--- src/rtl/ecbb_pkg.sv ---
`timescale 1ns / 1ps
`default_nettype none

package ecbb_pkg;

	localparam int MAX_WIDTH  = 128;
	localparam int MAX_HEIGHT = 128;
	localparam int MAX_RADIUS = 7;

	localparam int X_W    = $clog2(MAX_WIDTH);
	localparam int Y_W    = $clog2(MAX_HEIGHT);
	localparam int ADDR_W = X_W + Y_W;
	localparam int PIX_W  = 24;
	localparam int CH_W   = 8;
	localparam int RAD_W  = 3;
	localparam int DIM_W  = 8;
	localparam int CNT_W  = 8;   // up to 225 window pixels
	localparam int SUM_W  = 16;  // up to 225 * 255

	localparam logic [1:0] CFG_RADIUS = 2'd0;
	localparam logic [1:0] CFG_WIDTH  = 2'd1;
	localparam logic [1:0] CFG_HEIGHT = 2'd2;

	localparam logic OP_WRITE = 1'b0;
	localparam logic OP_QUERY = 1'b1;

	localparam logic [1:0] CH_RED   = 2'd0;
	localparam logic [1:0] CH_GREEN = 2'd1;
	localparam logic [1:0] CH_BLUE  = 2'd2;

	typedef struct packed {
		logic            op;
		logic [X_W-1:0]  pos_x;
		logic [Y_W-1:0]  pos_y;
		logic [CH_W-1:0] in_red;
		logic [CH_W-1:0] in_green;
		logic [CH_W-1:0] in_blue;
	} req_t;

	typedef struct packed {
		logic [CH_W-1:0] out_red;
		logic [CH_W-1:0] out_green;
		logic [CH_W-1:0] out_blue;
		logic            out_of_frame;
	} rsp_t;

	typedef enum logic [2:0] {
		ST_IDLE,
		ST_SCAN,
		ST_DRAIN,
		ST_DIV_GO,
		ST_DIV_WAIT,
		ST_OUT
	} state_t;

endpackage

`default_nettype wire

--- src/rtl/ecbb_divider.sv ---
`timescale 1ns / 1ps
`default_nettype none

// restoring divider, one quotient bit per cycle
module ecbb_divider (
	input  wire logic                        clk,
	input  wire logic                        arst_n,
	input  wire logic                        start,
	input  wire logic [ecbb_pkg::SUM_W-1:0]  dividend,
	input  wire logic [ecbb_pkg::CNT_W-1:0]  divisor,
	output logic                             done,
	output logic      [ecbb_pkg::CH_W-1:0]   quotient
);

	localparam int STEP_W = $clog2(ecbb_pkg::SUM_W);

	logic                        busy_q;
	logic                        done_q;
	logic [STEP_W-1:0]           step_q;
	logic [ecbb_pkg::SUM_W-1:0]  quo_q;
	logic [ecbb_pkg::CNT_W-1:0]  rem_q;
	logic [ecbb_pkg::CNT_W-1:0]  div_q;
	logic [ecbb_pkg::CNT_W:0]    trial;
	logic [ecbb_pkg::CNT_W:0]    diff;
	logic                        fits;

	assign trial = {rem_q, quo_q[ecbb_pkg::SUM_W-1]};
	assign diff  = trial - {1'b0, div_q};
	assign fits  = trial >= {1'b0, div_q};

	always_ff @(posedge clk or negedge arst_n) begin
		if (!arst_n) begin
			busy_q <= 1'b0;
			done_q <= 1'b0;
			step_q <= '0;
		end else begin
			done_q <= 1'b0;
			if (start) begin
				busy_q <= 1'b1;
				step_q <= '0;
			end else if (busy_q) begin
				step_q <= step_q + 1'b1;
				if (step_q == STEP_W'(ecbb_pkg::SUM_W - 1)) begin
					busy_q <= 1'b0;
					done_q <= 1'b1;
				end
			end
		end
	end

	always_ff @(posedge clk) begin
		if (start) begin
			quo_q <= dividend;
			rem_q <= '0;
			div_q <= divisor;
		end else if (busy_q) begin
			quo_q <= {quo_q[ecbb_pkg::SUM_W-2:0], fits};
			rem_q <= fits ? diff[ecbb_pkg::CNT_W-1:0] : trial[ecbb_pkg::CNT_W-1:0];
		end
	end

	// the mean never exceeds a channel value, so the low bits hold it all
	assign done     = done_q;
	assign quotient = quo_q[ecbb_pkg::CH_W-1:0];

endmodule

`default_nettype wire

--- config.mk ---
export PLATFORM = sky130hd
export DESIGN_NAME = ecbb_divider
export DESIGN_NICKNAME = d
export VERILOG_FILES = /design/src/rtl/ecbb_pkg.sv /design/src/rtl/ecbb_divider.sv
export SDC_FILE = /design/constraint.sdc
export NUM_CORES = 1
export LEC_CHECK = 0
export BUFFER_PORTS_ARGS = -buffer_cell sky130_fd_sc_hd__buf_2
export CAP_MARGIN = 0
export CORE_ASPECT_RATIO = 1.1
export CORE_MARGIN = 4
export CORE_UTILIZATION = 35
export CTS_CLUSTER_DIAMETER = 60
export DETAILED_ROUTE_END_ITERATION = 6
export GPL_ROUTABILITY_DRIVEN = 0
export PLACE_DENSITY_LB_ADDON = 0.05
export SYNTH_ARGS = -nofsm -noshare
export SYNTH_HDL_FRONTEND = slang
export SYNTH_SLANG_ARGS = --single-unit
export TNS_END_PERCENT = 1
--- constraint.sdc ---
create_clock -name clk -period 2.7 [get_ports clk]
set_clock_uncertainty 0.05 [all_clocks]
set_input_delay 0.135 -clock clk [delete_from_list [all_inputs] [get_ports clk]]
set_output_delay 0.135 -clock clk [all_outputs]
set_load 0.1 [all_outputs]
Word level (Yosys, flattened, before mapping)
Cells that the tools add are included.

operators by class
  add/sub/neg operators = 2
  order comparisons = 1
  equal/unequal tests = 1
  mux-type cells = 11
  reduce and logical (&&, ||, !) cells = 1

operators with widths
  cell                 count
  $mux 16              2
  $ge 9x8->1           1
  $mux 4               2
  $mux 8               1
  $sub 8x8->8          1
  $mux 1               6
  $add 4x1->4 const B  1
  $eq 4x4->1 const B   1
  $reduce_bool 2->1    1

storage, ports and cells
  register bits = 38
  input port bits = 27
  output and inout bits = 9
  logic and storage cells = 22

Depth between registers and ports, before layout
Gate-level depths: netlist of the first run.

  depth in word-level cells = 4
  depth in mapped cells = 8

Worst setup path before layout of the first run
OpenSTA, ideal clock, no wires.

  kind = reg2reg
  from = reg quo_q[15] in the netlist's numbering
  to = reg rem_q[6] in the netlist's numbering
  setup time = 88 ps
  arrival = 1,920 ps
  slack = 642 ps
  cell stages (with the launch flop) = 9
  period minus slack after synthesis = 2,058 ps
  cells stage by stage = edfxtp_1 -> inv_1 -> ha_1 -> fa_1 -> nand2b_1 -> a2111oi_0 -> a311oi_1 -> a21o_1 -> a311oi_2

on the way
  cells in the longest elaborated chain, start to end = 2

RTL lines
  element                                           line                                    RTL
  start: declaration                                ecbb_divider.sv:20                      logic [ecbb_pkg::SUM_W-1:0] quo_q;
  start signal: assignment                          ecbb_divider.sv:53                      quo_q <= dividend;
  start signal: assignment                          ecbb_divider.sv:57                      quo_q <= {quo_q[ecbb_pkg::SUM_W-2:0], fits};
  $sub 8x8->8 / $ge 9x8->1 (equally long branches)  ecbb_divider.sv:28, ecbb_divider.sv:29
  $mux 8 (*)                                        ecbb_divider.sv:58                      rem_q <= fits ? diff[ecbb_pkg::CNT_W-1:0] : trial[ecbb_pkg::CNT_W-1:0];
  end signal: assignment                            ecbb_divider.sv:58
  end: declaration                                  ecbb_divider.sv:21                      logic [ecbb_pkg::CNT_W-1:0] rem_q;

Every way passes the cells marked *; elsewhere a longest branch is shown, timed or not.
A chain may end at the register's enable or synchronous reset.

Final worst setup path of the first run
Ends and elaborated chain as after synthesis.

==> results.rst, run 1 <==
.. list-table::
   :header-rows: 1

   * - Metric
     - Value
   * - Endpoint of the worst hold path
     - quo_q[5]$_DFFE_PP_
   * - Flops & latches, synth
     - 38
   * - WP data required
     - 2850 ps
   * - Gate count of the mapped netlist
     - 185
   * - Minimum setup slack among reg-to-reg paths
     - 460 ps
   * - Count of endpoints failing setup in the final report
     - 0
   * - CTS Root Cell
     - clkbuf_8
   * - Final net count
     - 258
   * - Maximum number of pins on one net before global-route repair
     - 25
   * - Leakage power of the design
     - 0.001021 uW
   * - Main area contributors after synthesis
     - edfxtp_1 (35%), mux2_2 (8.2%), dfxtp_1 (7.8%)
   * - Number of buffers created by CTS
     - 5
   * - I/O pin count
     - 36
   * - Residual antenna-violating net count after detailed routing
     - 0
   * - Crit path time final
     - 2239 ps
   * - Worst Tran Pin Value
     - 643.2 ps
   * - Reg2reg end
     - rem_q[6]$_SDFFE_PP0P_
   * - Final-report hold violation count
     - 0
   * - Post-detailed-placement half-perimeter wirelength
     - 2900 um
   * - Rows
     - 29
   * - Via count of the first global-routing pass
     - 1431
   * - Most crowded layer after global routing
     - met2
   * - Arr. time, crit path
     - 2390 ps
   * - Category of the worst setup path launch point
     - flop
   * - Crit-path leading delay family
     - compound AO/OA/AOI/OAI gates
   * - Status
     - finished, final reports clean
   * - Maximum cell stage delay along the critical path
     - 400 ps
   * - Sequential cell area
     - 0.001031 mm2
   * - Post-route fraction of the period consumed by the critical path
     - 82.92%
   * - Worst-path maximum fanout
     - 3
   * - Die outline area
     - 0.007169 mm2
   * - Async set-reset flop share out of synthesis
     - 15.79%
   * - Post-synth top cells
     - edfxtp_1 (24), nor2_1 (20), mux2_2 (15)
   * - Share of layout cells above drive strength 1
     - 28.38%
   * - Total placed instance area
     - 0.002236 mm2
   * - Antenna diode instance count
     - 0
   * - Number of antenna violations at the first check in global routing
     - 0
   * - EDFF count, synth
     - 24
   * - Clock edge transition at the registers on the reported setup and hold paths
     - 80 ps
   * - Max Transition Viols Final
     - 0
   * - Initial DRT Pass Iterations
     - 4
   * - Starting density of the core
     - 35.88%
   * - Max-Slew Margin vs Limit
     - 57.12%
   * - Number of clock sinks seen by CTS
     - 38
   * - Area inside the core boundary
     - 0.005733 mm2
   * - Later-pin clock latency in the skew report
     - 290 ps
   * - TritonCTS clock tree
     - done
   * - Area growth from synthesis to layout
     - 17.03%
   * - Quantity of I/O buffers inserted on ports
     - 35
   * - Most area-hungry cell type in the Yosys netlist
     - edfxtp_1
   * - DRC marker count from the first detailed-route iteration
     - 41
   * - Total wire length
     - 3963 um
   * - Final routed wire length divided by cell count
     - 13.25 um
   * - Unrepaired setup endpoints after global routing
     - no
   * - Fill cell instance count of the final layout
     - 575
   * - Final sum of negative setup slack
     - 0 ps
   * - Power per unit of standard cell area
     - 795.3 mW/mm2
   * - Post-synthesis net count
     - 222
   * - Post-layout util
     - 41.99%
   * - Residual DRC
     - 0
   * - Die height
     - 88.41 um
   * - Hold path start
     - dividend[5]
   * - Critical path capture point type
     - flop
   * - Launch instance of the worst register-to-register path
     - quo_q[15]$_DFFE_PP_
   * - Post-route cell area
     - 0.002407 mm2
   * - Cell with the most instances after synthesis
     - edfxtp_1
   * - Peak supply drop
     - 0.0002899 V
   * - Syn Area/Cell
     - 11.12 um2
   * - Dominant synthesized flop cell
     - edfxtp_1
   * - Met1 demand-to-capacity share in global routing
     - 13.56%
   * - Worst Reg-to-Reg Cells
     - 8
   * - Area share of the largest cell type after synthesis
     - 35.04%
   * - Number of H-tree levels
     - 2
   * - Register area share after synthesis
     - 50.12%
   * - Met3 layer usage reported by global route
     - 3.564%
   * - CP Buf/Inv Count
     - 1
   * - Number of max-cap violations
     - 0
   * - Area of the multi-input gates
     - 865.8 um2
   * - Overall track demand over capacity in global routing
     - 11.83%
   * - Number of buffers inserted to repair setup after CTS
     - 0
   * - Netlist area before placement
     - 0.002057 mm2
   * - Largest buffer count on any clock path
     - 2
   * - Upper clock frequency limit
     - 0.4467 GHz
   * - Final global-route overflow total
     - 0
   * - Wire length of the first global-routing pass
     - 6430 um
   * - Worst Hold Class
     - in -> reg
   * - Global-route met2 utilization
     - 20.69%
   * - Cell depth of the worst hold path
     - 2
   * - Crit-path cells
     - inv_1 -> ha_1 -> fa_1 -> nand2b_1 -> a2111oi_0 -> a311oi_1 -> a21o_1 -> a311oi_2
   * - Number of warnings issued by yosys
     - 0
   * - Worst slack at placement
     - 483.4 ps
   * - Critical setup path kind
     - reg -> reg
   * - Die extent in x
     - 81.10 um
   * - Via-to-Cell Ratio
     - 4.766
   * - Post-synthesis cell type count
     - 49
   * - Worst Setup Slack, final
     - 461.3 ps
   * - Standard cell with the maximum stage delay on the critical path
     - fa_1
   * - DR vias
     - 1425
-- layer usage --
layer | vias to the layer above | wire length, um
li1 | 723 | -
met1 | 642 | 1722
met2 | 55 | 1923
met3 | 5 | 265
met4 | 0 | 51
met5 | - | 0
-- stage by stage --
| step | instances | total power [uW] | hold slack [ps] |
|---|---|---|---|
| after floorplan | 185 | 1433 | -210.6 |
| after global placement | 282 | 1532 | -90.99 |
| after CTS | 299 | 1935 | 78.28 |
| after detailed placement | 282 | 1535 | -84.09 |
| after global routing | 299 | 2027 | 83.12 |
| final | 299 | 1915 | 89.36 |
-- placed cells by master, fill, tap and decap left out, types with 2 or more instances in the layout --
cell,Yosys,layout
a211oi_1,2,2
a21o_1,3,3
a21oi_1,6,6
a311oi_1,2,2
a311oi_2,2,2
buf_2,2,35
buf_4,9,2
clkbuf_8,0,5
dfrtp_1,6,6
dfxtp_1,8,8
dlygate4sd3_1,0,9
edfxtp_1,24,24
ha_1,9,9
inv_1,14,14
mux2_2,15,15
mux2i_1,2,2
nand2_1,10,10
nand2b_1,4,4
nand3_1,4,4
nor2_1,20,20
nor2b_1,2,2
o21ai_0,2,2
o31ai_1,2,2
or2_2,2,2
xnor2_1,3,3
xor2_1,4,4
-- how the worst max path moves through the flow --
stage	cells past startpoint	from	end	slack [ps]
3_5_place_dp	8	quo_q[15]$_DFFE_PP_	rem_q[6]$_SDFFE_PP0P_	480
3_3_place_gp	8	quo_q[15]$_DFFE_PP_	rem_q[6]$_SDFFE_PP0P_	530
2_1_floorplan	8	quo_q[15]$_DFFE_PP_	rem_q[6]$_SDFFE_PP0P_	640
5_1_grt	8	quo_q[15]$_DFFE_PP_	rem_q[6]$_SDFFE_PP0P_	330
4_1_cts	8	quo_q[15]$_DFFE_PP_	rem_q[6]$_SDFFE_PP0P_	480
6_report	8	quo_q[15]$_DFFE_PP_	rem_q[6]$_SDFFE_PP0P_	460
-- where the power goes --
| group | switching, uW | internal [uW] |
|---|---|---|
| Combinational | 484 | 278 |
| Sequential | 54.7 | 720 |
| Clock | 200 | 178 |
-- cells by family after synthesis --
family | Yosys count | share of synthesized area [%]
AO/OA/AOI/OAI | 32 | 11.80
XOR/XNOR | 7 | 2.981
adder cells (fa/ha/maj) | 10 | 6.448
buffers and inverters | 31 | 7.786
flip-flops | 38 | 50.12
multiplexers | 17 | 9.185
AND/OR/NAND/NOR | 50 | 11.68
-- sequential cells by signal, summed over array words and instances (netlist names) --
signal,flops
quo_q,16
div_q,8
rem_q,8
step_q,4
busy_q,1
done,1
-- what timing repair did --
| action | in CTS | in global routing |
|---|---|---|
| hold buffers | 9 | 0 |
| setup endpoints to repair | 0 | 0 |
| endpoints found under the hold margin | 14 | 0 |
| gates resized for setup | 0 | 0 |
-- area by class of cell --
type                       instances  area share, %
timing repair buffer              46          11.64
clock inverter                     2         0.3638
tap                               77          4.002
multi-input combinational        116          35.97
inverter                          14          2.183
clock buffer                       6          3.015
sequential                        38          42.83
-- worst reg2reg max path, stage by stage (launching register included) --
cell	delay [ps]
edfxtp_1	340
inv_1	40
ha_1	220
fa_1	400
nand2b_1	210
a2111oi_0	390
a311oi_1	100
a21o_1	180
a311oi_2	230
Power figures use the tool's default switching activity.
==> inputs of run 2 (changes only) <==
Clock period 2.7 ns to 1.8 ns, I/O delays scaled along.
==> run 2 against run 1 <==
Net effect: the flow now finishes with violations (setup timing); sequential share of layout area decreased by 4.6 points; largest power group is now combinational logic; largest cell class unchanged; critical path depth did not move; sequential cell count unchanged; final cell count up 9.4%; global-route usage increased by 1.2 points.
==> results.rst, run 2 (synthesis results as in run 1) <==
.. list-table::
   :header-rows: 1

   * - Metric
     - Value
   * - Status
     - finished, violations left
   * - Violated checks
     - setup timing
   * - Unrepaired setup endpoints after global routing
     - yes
   * - Final routed wire length divided by cell count
     - 12.92 um
   * - WP data required
     - 1920 ps
   * - Worst Tran Pin Value
     - 485.7 ps
   * - Biggest registers after layout
     - quo_q (16), div_q (8), rem_q (8)
   * - Most common cell after layout, fill and taps aside
     - buf_2
   * - Area growth from synthesis to layout
     - 31.14%
   * - Power per unit of standard cell area
     - 1237 mW/mm2
   * - Final hold slack
     - 51.10 ps
   * - CTS Root Cell
     - clkbuf_8
   * - Post-route fraction of the period consumed by the critical path
     - 110.8%
   * - Maximum number of pins on one net before global-route repair
     - 24
   * - Sw Share
     - 35.90%
   * - Share of layout cells above drive strength 1
     - 40.40%
   * - Crit-path cells
     - inv_1 -> ha_2 -> nor2b_1 -> o21ai_2 -> a311oi_2 -> buf_4 -> a211oi_1 -> a311o_1
   * - Met1 demand-to-capacity share in global routing
     - 14.90%
   * - Upper clock frequency limit
     - 0.5014 GHz
   * - Standard cell with the maximum stage delay on the critical path
     - edfxtp_1
   * - DRC marker count from the first detailed-route iteration
     - 44
   * - Max FFs per register
     - 16
   * - Total wire length
     - 4224 um
   * - Residual antenna-violating net count after detailed routing
     - 0
   * - Int Pwr
     - 2139 uW
   * - I/O pin count
     - 36
   * - Number of antenna violations at the first check in global routing
     - 0
   * - Register share of total power
     - 35.0%
   * - Peak supply drop
     - 0.0004810 V
   * - Number of max-cap violations
     - 0
   * - Worst Setup Slack, final
     - -194.4 ps
   * - Critical path capture point type
     - flop
   * - Starting density of the core
     - 35.88%
   * - Arr. time, crit path
     - 2120 ps
   * - Count of endpoints failing setup in the final report
     - 9
   * - Crit path time final
     - 1994 ps
   * - Final net count
     - 286
   * - Worst-path maximum fanout
     - 6
   * - Initial DRT Pass Iterations
     - 4
   * - Post-route cell area
     - 0.002698 mm2
   * - Number of clock sinks seen by CTS
     - 38
   * - Critical setup path kind
     - reg -> reg
   * - Rows
     - 29
   * - Max Transition Viols Final
     - 0
   * - Max-Slew Margin vs Limit
     - 67.62%
   * - DR vias
     - 1546
   * - Fill cell instance count of the final layout
     - 567
   * - Post-layout util
     - 47.05%
   * - Residual DRC
     - 0
   * - TritonCTS clock tree
     - done
   * - Antenna diode instance count
     - 0
   * - Power share of the clock group
     - 21.1%
   * - Worst Hold Class
     - in -> reg
   * - Post-detailed-placement half-perimeter wirelength
     - 3205 um
   * - Most frequent cells in the layout
     - buf_2 (35), buf_4 (30), edfxtp_1 (24)
   * - Sequential cell area
     - 0.001031 mm2
   * - Total placed instance area
     - 0.002455 mm2
   * - Number of H-tree levels
     - 2
   * - Overall track demand over capacity in global routing
     - 12.98%
   * - Die outline area
     - 0.007169 mm2
   * - Worst slack at placement
     - -253.4 ps
   * - Met3 layer usage reported by global route
     - 2.851%
   * - Die extent in x
     - 81.10 um
   * - Most crowded layer after global routing
     - met2
   * - Category of the worst setup path launch point
     - flop
   * - Comb power frac
     - 43.9%
   * - Area inside the core boundary
     - 0.005733 mm2
   * - Clock edge transition at the registers on the reported setup and hold paths
     - 70 ps
   * - Final-report hold violation count
     - 0
   * - Die height
     - 88.41 um
   * - Final global-route overflow total
     - 0
   * - Via count of the first global-routing pass
     - 1630
   * - Power, Total
     - 3337 uW
   * - Later-pin clock latency in the skew report
     - 290 ps
   * - Reg with most FFs
     - quo_q
   * - Area of the multi-input gates
     - 920.9 um2
   * - Net switching power
     - 1198 uW
   * - Leakage power of the design
     - 0.001174 uW
   * - Quantity of I/O buffers inserted on ports
     - 35
   * - Largest buffer count on any clock path
     - 2
   * - Via-to-Cell Ratio
     - 4.728
   * - Number of buffers created by CTS
     - 5
   * - Maximum cell stage delay along the critical path
     - 390 ps
   * - Wire length of the first global-routing pass
     - 7148 um
   * - Global-route met2 utilization
     - 22.63%
run 2: changes by cell type in the layout (fill, tap and decap cells not counted), moves of 2 or more:
cell,delta
buf_4,+28
o21ai_2,+2
o31ai_1,-2
o31ai_2,+2
run 2: path summary, 6_finish.rpt:
| check | startpoint | end | slack [ps] | cells past startpoint |
|---|---|---|---|---|
| setup / recovery | quo_q[15]$_DFFE_PP_ | rem_q[3]$_SDFFE_PP0P_ | -190 | 8 |
| hold / removal | dividend[2] | quo_q[2]$_DFFE_PP_ | 50 | 2 |
| setup reg to reg | quo_q[15]$_DFFE_PP_ | rem_q[3]$_SDFFE_PP0P_ | -190 | 8 |
| hold reg to reg | quo_q[10]$_DFFE_PP_ | quo_q[11]$_DFFE_PP_ | 500 | 1 |
| max in group asynchronous | arst_n | done$_DFF_PN0_ | 1460 | 2 |
| min in group asynchronous | arst_n | step_q[3]$_DFFE_PN0P_ | 100 | 2 |
run 2: what timing repair did:
item / CTS / global route
hold buffers: 9 / 0
pin swaps: 4 / 1
endpoints found under the hold margin: 14 / 0
buffers inserted: 1 / 0
gates resized for setup: 3 / 6
setup endpoints to repair: 9 / 9
run 2: worst max-delay path, delay by kind of cell, from the launching register on:
family / cells / cell delay [ps]
compound gates: 4 / 750
fa+ha+maj: 1 / 280
buf+inv: 2 / 280
flops: 1 / 390
simple gates: 1 / 140
run 2: final cells by class:
| type | count | share of cell area [%] |
|---|---|---|
| Tap cell | 77 | 3.571 |
| Sequential cell | 38 | 38.22 |
| Clock inverter | 1 | 1.113 |
| Multi-Input combinational cell | 116 | 34.14 |
| Clock buffer | 7 | 2.829 |
| Inverter | 14 | 1.948 |
| Timing Repair Buffer | 74 | 18.18 |
run 2: stage by stage:
step	TNS (ps)	instances
5_1_grt	-1959	327
3_5_place_dp	-1213	309
2_1_floorplan	-269.0	185
6_report	-863.2	327
4_1_cts	-1115	327
3_3_place_gp	-1107	309
run 2: power by group through the flow:
stage          registers (uW)  logic, uW  clock network (uW)
2_1_floorplan            1150       1020                   0
3_3_place_gp             1180       1370                   0
3_5_place_dp             1180       1380                   0
4_1_cts                  1160       1430                 744
5_1_grt                  1180       1600                 770
6_report                 1170       1470                 704
run 2: routing by layer:
layer	share of wire [%]	wire length (um)
met5	0	0
met2	50	2102
met1	43	1816
met3	4.8	204
met4	2.4	102
==> inputs of run 3 (changes only) <==
Settings changed: CORE_UTILIZATION 35 to 49.
==> run 3 against run 2 <==
Net effect: sequential share of layout area grew 0.20 points; clock power shrank 0.9%; critical path depth down 1; sequential cell count unchanged; non-clock buffer count decreased by 2; die area decreased by 26%; the flow still finishes with violations (setup timing); largest cell class unchanged.
==> results.rst, run 3 (synthesis results as in run 1) <==
.. list-table::
   :header-rows: 1

   * - Metric
     - Value
   * - Status
     - finished, violations left
   * - Violated checks
     - setup timing
   * - Largest buffer count on any clock path
     - 2
   * - DRC marker count from the first detailed-route iteration
     - 64
   * - Area inside the core boundary
     - 0.003994 mm2
   * - Power per unit of standard cell area
     - 1261 mW/mm2
   * - Max Transition Viols Final
     - 0
   * - Worst Hold Class
     - in -> reg
   * - Wire length of the first global-routing pass
     - 7417 um
   * - Die outline area
     - 0.005300 mm2
   * - Number of clock sinks seen by CTS
     - 38
   * - Leakage power of the design
     - 0.001167 uW
   * - Hold path start
     - dividend[4]
   * - Number of antenna violations at the first check in global routing
     - 0
   * - Register share of total power
     - 34.5%
   * - Worst slack at placement
     - -278.3 ps
   * - Post-route cell area
     - 0.002684 mm2
   * - Residual DRC
     - 0
   * - Number of buffers created by CTS
     - 5
   * - Category of the worst setup path launch point
     - flop
   * - Residual antenna-violating net count after detailed routing
     - 0
   * - Initial DRT Pass Iterations
     - 4
   * - Most common cell after layout, fill and taps aside
     - buf_2
   * - Worst Tran Pin Value
     - 536.2 ps
   * - Share of layout cells above drive strength 1
     - 41.53%
   * - Net switching power
     - 1238 uW
   * - Most frequent cells in the layout
     - buf_2 (35), buf_4 (28), edfxtp_1 (24)
   * - Power share of the clock group
     - 20.6%
   * - Final routed wire length divided by cell count
     - 14.45 um
   * - DR vias
     - 1574
   * - Max FFs per register
     - 16
   * - Area growth from synthesis to layout
     - 30.47%
   * - Final sum of negative setup slack
     - -710.5 ps
   * - Total wire length
     - 4335 um
   * - Number of H-tree levels
     - 2
   * - Clock edge transition at the registers on the reported setup and hold paths
     - 70 ps
   * - Reg with most FFs
     - quo_q
   * - Count of endpoints failing setup in the final report
     - 7
   * - Later-pin clock latency in the skew report
     - 290 ps
   * - Total placed instance area
     - 0.002401 mm2
   * - Upper clock frequency limit
     - 0.4890 GHz
   * - TritonCTS clock tree
     - done
   * - I/O pin count
     - 36
   * - Worst Setup Slack, final
     - -245.2 ps
   * - Rows
     - 24
   * - Post-detailed-placement half-perimeter wirelength
     - 3184 um
   * - Via-to-Cell Ratio
     - 5.247
   * - Power, Total
     - 3383 uW
   * - Placed cell count
     - 281
   * - Final-report hold violation count
     - 0
   * - Unrepaired setup endpoints after global routing
     - yes
   * - Antenna diode instance count
     - 0
   * - Quantity of I/O buffers inserted on ports
     - 35
   * - Via count of the first global-routing pass
     - 1601
   * - Sw Share
     - 36.60%
   * - WP data required
     - 1950 ps
   * - Peak supply drop
     - 0.0006578 V
   * - Comb power frac
     - 44.9%
   * - Crit path time final
     - 2045 ps
   * - Launching instance or port of the critical path
     - div_q[0]$_DFFE_PP_
   * - Biggest registers after layout
     - quo_q (16), div_q (8), rem_q (8)
   * - Die extent in x
     - 69.78 um
   * - Int Pwr
     - 2145 uW
   * - Launch instance of the worst register-to-register path
     - div_q[0]$_DFFE_PP_
   * - Post-route fraction of the period consumed by the critical path
     - 113.6%
   * - Final net count
     - 284
   * - Arr. time, crit path
     - 2190 ps
   * - CTS Root Cell
     - clkbuf_8
   * - Max-Slew Margin vs Limit
     - 64.25%
   * - Count of non-filler cells in the finished layout
     - 300
   * - Final global-route overflow total
     - 0
   * - Overall track demand over capacity in global routing
     - 17.46%
   * - Critical path capture point type
     - flop
   * - Die height
     - 75.96 um
   * - Starting density of the core
     - 51.50%
   * - Number of max-cap violations
     - 0
   * - Worst-path maximum fanout
     - 3
   * - Maximum number of pins on one net before global-route repair
     - 26
   * - Critical setup path kind
     - reg -> reg
## run 3: cell count changes in the layout (fill, tap and decap cells not counted), moves of 2 or more
cell	delta
a21oi_2	+2
buf_4	-2
nor2_1	-2
a21oi_1	-2
nor2_2	+2
## run 3: worst paths after layout
| path | slack, ps | end | cells after the start |
|---|---|---|---|
| worst max register to register | -250 | rem_q[6]$_SDFFE_PP0P_ | 7 |
| worst min-delay path | 50 | quo_q[4]$_DFFE_PP_ | 2 |
| max in group asynchronous | 1450 | step_q[3]$_DFFE_PN0P_ | 2 |
| worst max-delay path | -250 | rem_q[6]$_SDFFE_PP0P_ | 7 |
| min in group asynchronous | 100 | step_q[0]$_DFFE_PN0P_ | 2 |
| worst min register to register | 500 | step_q[3]$_DFFE_PN0P_ | 2 |
## run 3: final cells by class
type / count / area, um2
well taps: 52 / 65.06
clock buffers: 7 / 76.32
flip-flops and latches: 38 / 1031
clock inverters: 1 / 30.03
repair buffers: 72 / 475.5
multi-input cells: 116 / 953.4
inverters: 14 / 52.55
fillers: 302 / 1310
## run 3: what timing repair did
| action | 4_1_cts | 5_1_grt |
|---|---|---|
| hold buffers | 9 | 0 |
| setup endpoints to repair | 9 | 9 |
| hold endpoints to repair | 14 | 0 |
| gates resized for setup | 9 | 6 |
| pin swaps | 10 | 2 |
| setup buffers | 2 | 0 |
## run 3: worst max-delay path, stage by stage, from the launching register on
cell and delay (ps):
edfxtp_1 430, ha_4 200, fa_2 380, nand2b_4 170
a2111oi_4 290, a311oi_1 80, a21o_1 170, a311oi_2 180
## run 3: stage by stage
step / hold WS [ps] / util, %
2_1_floorplan: -255.6 / -
3_3_place_gp: -136.7 / 60.12
3_5_place_dp: -130.3 / 60.12
4_1_cts: 50.07 / 66.64
5_1_grt: 49.40 / 67.20
6_report: 53.52 / 67.20
## run 3: metal layers
metal / share of wire [%] / wire (um) / track usage, %
met5: 0 / 0 / 0
met4: 2.0 / 86 / 5.556
met3: 6.2 / 269 / 5.952
met2: 50 / 2185 / 29.11
met1: 41 / 1794 / 21.14
## run 3: power groups by stage
stage | combinational, uW | sequential (uW) | clock [uW]
5_1_grt | 1640 | 1180 | 763
4_1_cts | 1460 | 1170 | 716
3_3_place_gp | 1320 | 1170 | 0
3_5_place_dp | 1360 | 1180 | 0
6_report | 1520 | 1170 | 698
2_1_floorplan | 1020 | 1150 | 0
